[config.mk]
export PLATFORM = sky130hd
export DESIGN_NAME = char_sequence_buffer
export DESIGN_NICKNAME = d
export VERILOG_FILES = /design/src/csb_pkg.sv /design/src/csb_datapath.sv /design/src/csb_ctrl.sv /design/src/char_sequence_buffer.sv
export SDC_FILE = /design/constraint.sdc
export NUM_CORES = 1
export LEC_CHECK = 0
export BUFFER_PORTS_ARGS = -buffer_cell sky130_fd_sc_hd__buf_4
export CORE_ASPECT_RATIO = 1.25
export CORE_UTILIZATION = 38
export CTS_BUF_LIST = sky130_fd_sc_hd__clkbuf_16
export CTS_CLUSTER_DIAMETER = 80
export DETAILED_ROUTE_END_ITERATION = 10
export HOLD_SLACK_MARGIN = 0.08
export SYNTH_ARGS = -nofsm -noshare
export SYNTH_HDL_FRONTEND = slang
export SYNTH_SLANG_ARGS = --single-unit
[constraint.sdc]
create_clock -name aclk -period 5.1 [get_ports aclk]
set_input_delay 0.255 -clock aclk [delete_from_list [all_inputs] [get_ports aclk]]
set_output_delay 0.255 -clock aclk [all_outputs]
set_load 0.03 [all_outputs]
[src/csb_pkg.sv]
// Shared types and codes for the byte sequence buffer.
`default_nettype none
package csb_pkg;
    typedef enum logic [3:0] {
        ACT_APPEND   = 4'd0,
        ACT_PREPEND  = 4'd1,
        ACT_INSERT   = 4'd2,
        ACT_RMFIRST  = 4'd3,
        ACT_RMLAST   = 4'd4,
        ACT_RMAT     = 4'd5,
        ACT_GET      = 4'd6,
        ACT_SET      = 4'd7,
        ACT_FINDFST  = 4'd8,
        ACT_FINDLST  = 4'd9,
        ACT_CLEAR    = 4'd10
    } action_t;

    localparam logic [1:0] ST_OK    = 2'd0;
    localparam logic [1:0] ST_RANGE = 2'd1;
    localparam logic [1:0] ST_FULL  = 2'd2;
    localparam logic [4:0] NOT_FOUND = 5'h1F;

    typedef enum logic [1:0] {
        CS_IDLE = 2'd0,
        CS_EXEC = 2'd1,
        CS_SCAN = 2'd2,
        CS_DONE = 2'd3
    } ctrl_state_t;

    // datapath operation commanded by the controller
    typedef enum logic [2:0] {
        OP_NONE  = 3'd0,
        OP_OPEN  = 3'd1,
        OP_CLOSE = 3'd2,
        OP_WRITE = 3'd3,
        OP_READ  = 3'd4,
        OP_CLEAR = 3'd5,
        OP_DEC   = 3'd6
    } dp_op_t;

    typedef struct packed {
        logic   load;      // capture the incoming item
        logic   exec;      // carry out the captured command
        logic   scan_step; // advance the search by one element
        dp_op_t op;
    } dp_cmd_t;

    typedef struct packed {
        logic scan_done;
    } dp_stat_t;
endpackage
`default_nettype wire

[src/csb_datapath.sv]
// Datapath: cell array, count, search scanner and result register.
`default_nettype none
module csb_datapath #(
    parameter int DEPTH = 16,
    parameter int CW = ($clog2(DEPTH + 1) > 5) ? $clog2(DEPTH + 1) : 5,
    parameter int PW = (DEPTH > 1) ? $clog2(DEPTH) : 1
) (
    input  wire logic            aclk,
    input  wire logic            aresetn,
    input  wire csb_pkg::dp_cmd_t cmd,
    output csb_pkg::dp_stat_t    stat,
    input  wire logic [3:0]      action_in,
    input  wire logic [3:0]      position_in,
    input  wire logic [7:0]      byte_in,
    output csb_pkg::action_t     act_cur,
    output logic                 err_range,
    output logic                 err_full,
    output logic [7:0]           byte_out,
    output logic [4:0]           found_at,
    output logic [1:0]           status,
    output logic [4:0]           length
);
    import csb_pkg::*;

    logic [7:0]    cell_reg [DEPTH];
    logic [7:0]    cell_next [DEPTH];
    logic [CW-1:0] count_reg, count_next;
    logic [3:0]    act_reg;
    logic [3:0]    pos_reg;
    logic [7:0]    byte_reg;
    logic [CW-1:0] scan_reg, scan_next;  // elements left to examine
    logic [4:0]    found_reg, found_next;
    logic [7:0]    bout_reg, bout_next;
    logic [1:0]    stat_reg, stat_next;
    logic          full, empty, pos_bad;
    logic [CW-1:0] pos_ext, at;
    logic [CW-1:0] probe;
    logic [PW-1:0] probe_idx;
    logic          hit;

    assign act_cur = action_t'(act_reg);
    assign full    = (count_reg >= CW'(DEPTH));
    assign empty   = (count_reg == '0);
    assign pos_ext = CW'(pos_reg);
    assign pos_bad = (pos_ext >= count_reg);
    assign err_range = ((act_cur == ACT_INSERT || act_cur == ACT_RMAT || act_cur == ACT_GET
                         || act_cur == ACT_SET) && pos_bad)
                     || ((act_cur == ACT_RMFIRST || act_cur == ACT_RMLAST) && empty);
    assign err_full = full;

    // insertion / removal point
    always_comb begin
        unique case (act_cur)
            ACT_APPEND:  at = count_reg;
            ACT_PREPEND, ACT_RMFIRST: at = '0;
            default:     at = pos_ext;
        endcase
    end

    // search probe: forward from the head or backward from the tail
    always_comb begin
        if (act_cur == ACT_FINDFST) probe = count_reg - scan_reg;
        else                        probe = scan_reg - CW'(1);
        probe_idx = probe[PW-1:0];
        hit = (scan_reg != '0) && (cell_reg[probe_idx] == byte_reg);
    end
    assign stat.scan_done = (scan_reg == '0) || hit;

    always_comb begin
        for (int i = 0; i < DEPTH; i++) cell_next[i] = cell_reg[i];
        count_next = count_reg;
        found_next = found_reg;
        bout_next  = bout_reg;
        stat_next  = stat_reg;
        scan_next  = scan_reg;
        if (cmd.load) begin
            found_next = NOT_FOUND;
            bout_next  = '0;
            stat_next  = ST_OK;
            scan_next  = count_reg;
        end
        if (cmd.exec) begin
            if (err_range)                   stat_next = ST_RANGE;
            else if (cmd.op == OP_NONE && full) stat_next = ST_FULL;
            unique case (cmd.op)
                OP_OPEN: begin
                    for (int i = 1; i < DEPTH; i++)
                        if (CW'(i) > at && CW'(i) <= count_reg) cell_next[i] = cell_reg[i-1];
                    for (int i = 0; i < DEPTH; i++)
                        if (CW'(i) == at) cell_next[i] = byte_reg;
                    count_next = count_reg + CW'(1);
                end
                OP_CLOSE: begin
                    for (int i = 0; i < DEPTH - 1; i++)
                        if (CW'(i) >= at) cell_next[i] = cell_reg[i+1];
                    count_next = count_reg - CW'(1);
                end
                OP_DEC:   count_next = count_reg - CW'(1);
                OP_WRITE: cell_next[pos_ext[PW-1:0]] = byte_reg;
                OP_READ:  bout_next = cell_reg[pos_ext[PW-1:0]];
                OP_CLEAR: count_next = '0;
                default: ;
            endcase
        end
        if (cmd.scan_step) begin
            if (hit)                 found_next = probe[4:0];
            else if (scan_reg != '0) scan_next = scan_reg - CW'(1);
        end
    end

    always_ff @(posedge aclk) begin
        for (int i = 0; i < DEPTH; i++) cell_reg[i] <= cell_next[i];
        found_reg <= found_next;
        bout_reg  <= bout_next;
        stat_reg  <= stat_next;
        scan_reg  <= scan_next;
        if (cmd.load) begin
            act_reg  <= action_in;
            pos_reg  <= position_in;
            byte_reg <= byte_in;
        end
        if (!aresetn) count_reg <= '0;
        else          count_reg <= count_next;
    end

    assign byte_out = bout_reg;
    assign found_at = found_reg;
    assign status   = stat_reg;
    assign length   = count_reg[4:0];
endmodule
`default_nettype wire

[src/csb_ctrl.sv]
// Controller state machine sequencing each command.
`default_nettype none
module csb_ctrl (
    input  wire logic              aclk,
    input  wire logic              aresetn,
    input  wire logic              s_valid,
    output logic                   s_ready,
    output logic                   m_valid,
    input  wire logic              m_ready,
    input  wire csb_pkg::action_t  act_cur,
    input  wire logic              err_range,
    input  wire logic              err_full,
    input  wire csb_pkg::dp_stat_t stat,
    output csb_pkg::dp_cmd_t       cmd
);
    import csb_pkg::*;

    ctrl_state_t state_reg, state_next;

    always_comb begin
        state_next = state_reg;
        unique case (state_reg)
            CS_IDLE: if (s_valid) state_next = CS_EXEC;
            CS_EXEC: begin
                if (act_cur == ACT_FINDFST || act_cur == ACT_FINDLST) state_next = CS_SCAN;
                else state_next = CS_DONE;
            end
            CS_SCAN: if (stat.scan_done) state_next = CS_DONE;
            CS_DONE: if (m_ready) state_next = CS_IDLE;
        endcase
    end

    always_comb begin
        cmd = '{load: 1'b0, exec: 1'b0, scan_step: 1'b0, op: OP_NONE};
        s_ready = 1'b0;
        m_valid = 1'b0;
        unique case (state_reg)
            CS_IDLE: begin
                s_ready  = 1'b1;
                cmd.load = s_valid;
            end
            CS_EXEC: begin
                cmd.exec = 1'b1;
                if (!err_range) begin
                    unique case (act_cur)
                        ACT_APPEND, ACT_PREPEND, ACT_INSERT:
                            cmd.op = err_full ? OP_NONE : OP_OPEN;
                        ACT_RMFIRST, ACT_RMAT: cmd.op = OP_CLOSE;
                        ACT_RMLAST: cmd.op = OP_DEC;
                        ACT_GET:    cmd.op = OP_READ;
                        ACT_SET:    cmd.op = OP_WRITE;
                        ACT_CLEAR:  cmd.op = OP_CLEAR;
                        default:    cmd.op = OP_NONE;
                    endcase
                end
                // only open-type commands report full; mask others
                if (!(act_cur == ACT_APPEND || act_cur == ACT_PREPEND
                      || act_cur == ACT_INSERT) && cmd.op == OP_NONE)
                    cmd.exec = err_range;
            end
            CS_SCAN: cmd.scan_step = 1'b1;
            CS_DONE: m_valid = 1'b1;
        endcase
    end

    always_ff @(posedge aclk) begin
        if (!aresetn) state_reg <= CS_IDLE;
        else          state_reg <= state_next;
    end
endmodule
`default_nettype wire

[src/char_sequence_buffer.sv]
// Top level of the indexed byte sequence buffer.
//
// Usage: commands arrive on the s_axis stream, one item each, carrying
// action, position and the byte to store or search for. Every command
// produces exactly one result item on the m_axis stream: byte read,
// position found (-1 when absent or not a search), status and count.
//
// Timing: a command is taken, executed in the following cycle, and its
// result is then held in the output register until taken. A search
// examines one stored byte per cycle through a single comparator and
// stops at the first match, or once every stored byte has been examined
// when nothing matches. One item is in flight at a time; s_tready is low
// until the result of the previous item has been taken.
//
// Reset (aresetn low, synchronous) empties the store and drops any
// command in progress. The stored bytes themselves are not cleared.
// When the receiver stalls, the result holds steady on m_axis_tdata.
`default_nettype none
module char_sequence_buffer #(
    parameter int DEPTH = 16
) (
    input  wire logic        aclk,
    input  wire logic        aresetn,
    input  wire logic        s_axis_tvalid,
    output logic             s_axis_tready,
    input  wire logic [15:0] s_axis_tdata,  // action[3:0], position[7:4], byte_in[15:8]
    output logic             m_axis_tvalid,
    input  wire logic        m_axis_tready,
    output logic [23:0]      m_axis_tdata   // byte_out[7:0], found_at[12:8],
                                            // status[14:13], length[19:15], zero[23:20]
);
    import csb_pkg::*;

    dp_cmd_t  cmd;
    dp_stat_t stat;
    action_t  act_cur;
    logic     err_range, err_full;
    logic [7:0] byte_out;
    logic [4:0] found_at, length;
    logic [1:0] status;

    csb_ctrl u_ctrl (
        .aclk(aclk), .aresetn(aresetn),
        .s_valid(s_axis_tvalid), .s_ready(s_axis_tready),
        .m_valid(m_axis_tvalid), .m_ready(m_axis_tready),
        .act_cur(act_cur), .err_range(err_range), .err_full(err_full),
        .stat(stat), .cmd(cmd)
    );

    csb_datapath #(.DEPTH(DEPTH)) u_dp (
        .aclk(aclk), .aresetn(aresetn), .cmd(cmd), .stat(stat),
        .action_in(s_axis_tdata[3:0]), .position_in(s_axis_tdata[7:4]),
        .byte_in(s_axis_tdata[15:8]),
        .act_cur(act_cur), .err_range(err_range), .err_full(err_full),
        .byte_out(byte_out), .found_at(found_at), .status(status), .length(length)
    );

    assign m_axis_tdata = {4'd0, length, status, found_at, byte_out};

    // never accept a new item while a result is pending
    a_excl: assert property (@(posedge aclk) disable iff (!aresetn)
        !(s_axis_tready && m_axis_tvalid))
        else $error("input and output open together");

    // a result is never presented directly after an accepted item
    a_lat: assert property (@(posedge aclk) disable iff (!aresetn)
        (s_axis_tvalid && s_axis_tready) |=> !m_axis_tvalid)
        else $error("result too early");

    // an error status (range or full) never reports a byte
    a_err: assert property (@(posedge aclk) disable iff (!aresetn)
        (m_axis_tvalid && status != ST_OK) |-> (byte_out == 8'd0))
        else $error("byte reported on error");
endmodule
`default_nettype wire

### Word-level counts from Yosys, hierarchy flattened

Memories as Yosys holds them, arrays and structs flattened. A register that Yosys moved wholly into a read port is not among the register bits.
Index checks and enable logic that the tools add are counted.

* add/subtract/negate cells: 4
* $lt $le $gt $ge: 49
* eq/ne operators: 38
* multiplexer cells: 86
* bitwise logic cells: 1
* reduce and logical (&&, ||, !) cells: 46

Operator list (count)
* $mux 8: 50
* $pmux 120 s3: 1
* $bwmux 128: 1
* $mux 128: 1
* $eq 4x5->1 const A: 8
* $gt 4x5->1 const A: 8
* $le 4x5->1 const A: 8
* $mux 5: 8
* $ge 4x5->1 const A: 7
* $demux 8 s4: 1
* $logic_and 1x1->1: 21
* $eq 3x5->1 const A: 4
* $ge 3x5->1 const A: 4
* $gt 3x5->1 const A: 4
* $le 3x5->1 const A: 4
* $pmux 3 s6: 1
* $eq 4x3->1 const B: 4
* $pmux 8 s2: 1
* $logic_not 5->1: 3
* $pmux 5 s3: 1
* $mux 2: 7
* $eq 4x4->1 const B: 3
* $eq 2x5->1 const A: 2
* $ge 1x5->1 const A: 2
* other kinds (38): 70

* register bits: 43
* RAM bits: 128
* bits of input ports: 20
* output and inout bits: 26
* logic and storage cells: 234
* memories kept: 1

Memory list
* u_dp.cell_reg: words 16, bits a word 8, rd ports 18, clocked after Yosys merged registers in 1, write ports 16, line csb_datapath.sv:25 `logic [7:0] cell_reg [DEPTH];`

### Logic depth before layout (Yosys ltp)

* word-level depth: 14
* depth in mapped cells: 19

### Cells and area by module

Synthesis repeated with hierarchy kept, for this count alone.

* cell total of the unflattened synthesis: 1451
* area, all modules: 14141.1 um^2

Modules (own cells, without submodules)
* csb_datapath: times used 1, cells each 1411, area each 13823.3 um^2
* csb_ctrl: times used 1, cells each 35, area each 284.0 um^2
* char_sequence_buffer: times used 1, cells each 5, area each 33.8 um^2

### Worst setup path after synthesis

Ideal clock, no wire load.

* kind: reg-to-reg
* start: reg, netlist name u_dp.length[1]
* end: mem u_dp.cell_reg[3][0], enable pin
* setup time: 375 ps
* data arrival time: 3891 ps
* slack: 834 ps
* stages on the path, launching flop included: 17
* buffers on the path: 2
* path through: dfxtp_1 -> clkbuf_1 -> inv_1 -> ha_1 -> a21o_1 -> a21o_1 -> a21oi_1 -> o21ai_0 -> nand2_1 -> nand2_1 -> a211oi_1 -> ha_1 -> nand2_1 -> nand2_1 -> o21bai_1 -> clkbuf_1 -> a21oi_1

RTL lines (line)
* to (decl): csb_datapath.sv:25

==> qor.yml <==
multiInputGateArea_um2: 8100
crit_path_end_kind: "flip-flop"
grt_pass1_vias: 11500
netlist_area_um2: 13600
die_y_um: 214
start_kind: "flip-flop"
synth-edff-count: 144
finalHoldViolations: 0
ios: 46
routed_wl_mm: 48.6
drt_iter0_drc: 1202
worstMarginPinSlew_ps: 1170
synth_cells: 1311
p_leak_nw: 5.54
hold_path_end: "u_ctrl.state_reg[0]"
r2r_end: "u_dp.cell_reg[0][7]"
clockRootBuffer: "clkbuf_16"
nets: 1365
layout.cells.non_filler: 1810
critPathLaunch: "u_dp.pos_reg[0]"
worstPathCellList: "inv_1 -> ha_1 -> nand2b_1 -> a21o_1 -> a21o_1 -> a21oi_1 -> o21ai_0 -> nand2_1 -> nand2_1 -> a211oi_1 -> ha_1 -> nand2_4 -> nand2_4 -> buf_12 -> o21ai_1 -> nand2_1 -> nand2_1"
crit_top_cell: "nand2_1"
synth.most_common_cell: "mux2i_1"
place_ws_ps: 677
clk_latency_ps: 470
routedWlPerCell_um: 26.8
start_util_pct: 38.6
maxCapViolCount: 0
grt_pass1_wl_mm: 73.1
vias: 11800
setup_viol: 0
ys_ff_latch: 175
yosys-top-cells-area: "edfxtp_1, mux2i_1, mux4_2"
ys_warn_count: 0
slowest_delay_ps: 570
maxSlewViolCount: 0
ant_nets: 0
path_delay_family: "compound AO/OA/AOI/OAI gates"
worstHoldStart: "m_axis_tready"
numCtsBuffers: 17
portBuffers: 41
fin_area_um2: 15300
fin_ws_ps: 470
timing.setup.tns_ps: 0
min_path_type: "in -> reg"
finalCritPeriodShare_pct: 90.8
syn2layout_area_growth_pct: 11.9
critPathMaxFanout: 113
max_freq_mhz: 216
grt_setup_unrepaired: "no"
holdPathStages: 3
reg2reg_from: "u_dp.pos_reg[0]"
reg2regPathDepth: 17
dieArea_um2: 36600
status: "finished, final reports clean"
skew_ps: 14.1
seq_area_um2: 4950
r2r_slack_ps: 470
rows: 77
drc: 0
synthArstFlopShare_pct: 0
fin_crit_ps: 4630
drive_gt1_share_pct: 15.8
avgViaCountPerCell: 6.51
cts_buffer_depth: 2
firstDrtPassIters: 7
htreeDepth: 4
ys.flop_type: "edfxtp_1"
largest_reg_flops: 128
cts_resized: 0
slowest_stage: "edfxtp_1"
antenna_found_initial: 3
diodes: 0
hpwl_mm: 33.9
clock-sinks: 175
grt_start_max_net_pins: 121
power_mw: 7.20
netlist_top_cells_count: "mux2i_1, nand2_1, edfxtp_1"
grt_overflow: 0
worstPathArrival_ps: 4850
grt_use_total_pct: 27.2
cts_tree: "done"
place_congestion: 1.00
fillerInstances: 3348
finish.utilization_pct: 43.1
synth_top_area_share_pct: 31.7
max-vdd-ir-drop_mv: 0.271
path_clk_slew_ps: 80
placedCellCount: 1761
critical_path_class: "reg -> reg"
worst_ep_required_time_ps: 5320
synthDistinctLibCells: 76
p_per_area_nw_per_um2: 472
coreArea_um2: 35400
synth_top_area_cell: "edfxtp_1"
crit_buf_inv: 2
die_w_um: 171
syn_area_per_cell_um2: 10.4
whs_ps: 144
slew_headroom_pct: 22.0
postPlaceCellArea_um2: 14500
ys_seq_area_share_pct: 36.3
where the power goes:
group	total (mW)	leakage, nW	switching (mW)	internal (mW)
clock	1.39	0.288	0.687	0.701
combinational	3.82	3.69	2.25	1.57
sequential	1.99	1.56	0.233	1.76
routing by layer:
layer  GRT usage (%)  part of all wire (%)  up-vias
met1            31.3                    38     5864
met3            5.94                   7.3      171
met4            16.9                   6.2        6
met2            46.0                    49      610
li1                -                     -     5130
met5               0                 0.080        -
placed cells by master (no fill, tap or decap), types with 4 or more instances in the layout:
master,n
buf_4,90
a22o_1,14
o21ai_1,5
nand2_1,224
a211oi_1,10
nor3_1,24
nor2_1,38
xor2_1,4
edfxtp_1,144
nand3_1,10
mux2i_1,253
nand2b_1,10
conb_1,4
mux2_2,6
inv_8,6
mux2_1,4
xnor2_1,8
o221ai_1,113
o211ai_1,9
ha_1,21
a31oi_1,6
a32oi_1,8
inv_1,26
o22ai_1,4
or3_1,9
a21oi_1,40
a22oi_1,8
clkbuf_16,17
o21ai_0,38
dlygate4sd3_1,17
dfxtp_1,30
mux4_2,55
and2_1,7
how the worst max path moves through the flow:
stage	to	slack [ps]	depth (start not counted)
floorplan	u_dp.cell_reg[3][0]	830	16
global placement	u_dp.scan_reg[2]	790	10
detailed placement	u_dp.cell_reg[4][7]	680	17
CTS	u_dp.cell_reg[4][7]	640	17
global route	u_dp.cell_reg[4][2]	230	17
finish	u_dp.cell_reg[0][7]	470	17
timing repair:
item,CTS,global route
hold buffers,17,0
setup endpoints to repair,0,0
setup buffers,0,0
endpoints found under the hold margin,22,0
worst min-delay path, delay by kind of cell:
family | cells | cell delay (ps)
AO/OA/AOI/OAI | 1 | 100
buffers and inverters | 1 | 80
multiplexers | 1 | 130
final cells by class:
type	instances	area share [%]
Clock buffer	17	2.79
Inverter	28	0.689
Timing Repair Buffer	110	5.94
Clock inverter	15	1.15
Sequential cell	175	32.4
Multi-Input combinational cell	991	53.1
Tap cell	474	3.89
cells by family (layout without fill, tap and decap cells):
| logic type | Yosys count | after routing | share of synthesized area [%] |
|---|---|---|---|
| fa+ha+maj | 22 | 22 | 2.07 |
| buf+inv | 148 | 170 | 4.72 |
| other cells | 1 | 4 | 0.0275 |
| simple gates | 351 | 351 | 11.5 |
| mux | 320 | 320 | 28.8 |
| xor+xnor | 13 | 13 | 0.890 |
| compound gates | 281 | 281 | 15.8 |
| flops | 175 | 175 | 36.3 |
Note: power is estimated with default switching activity, not from simulation.
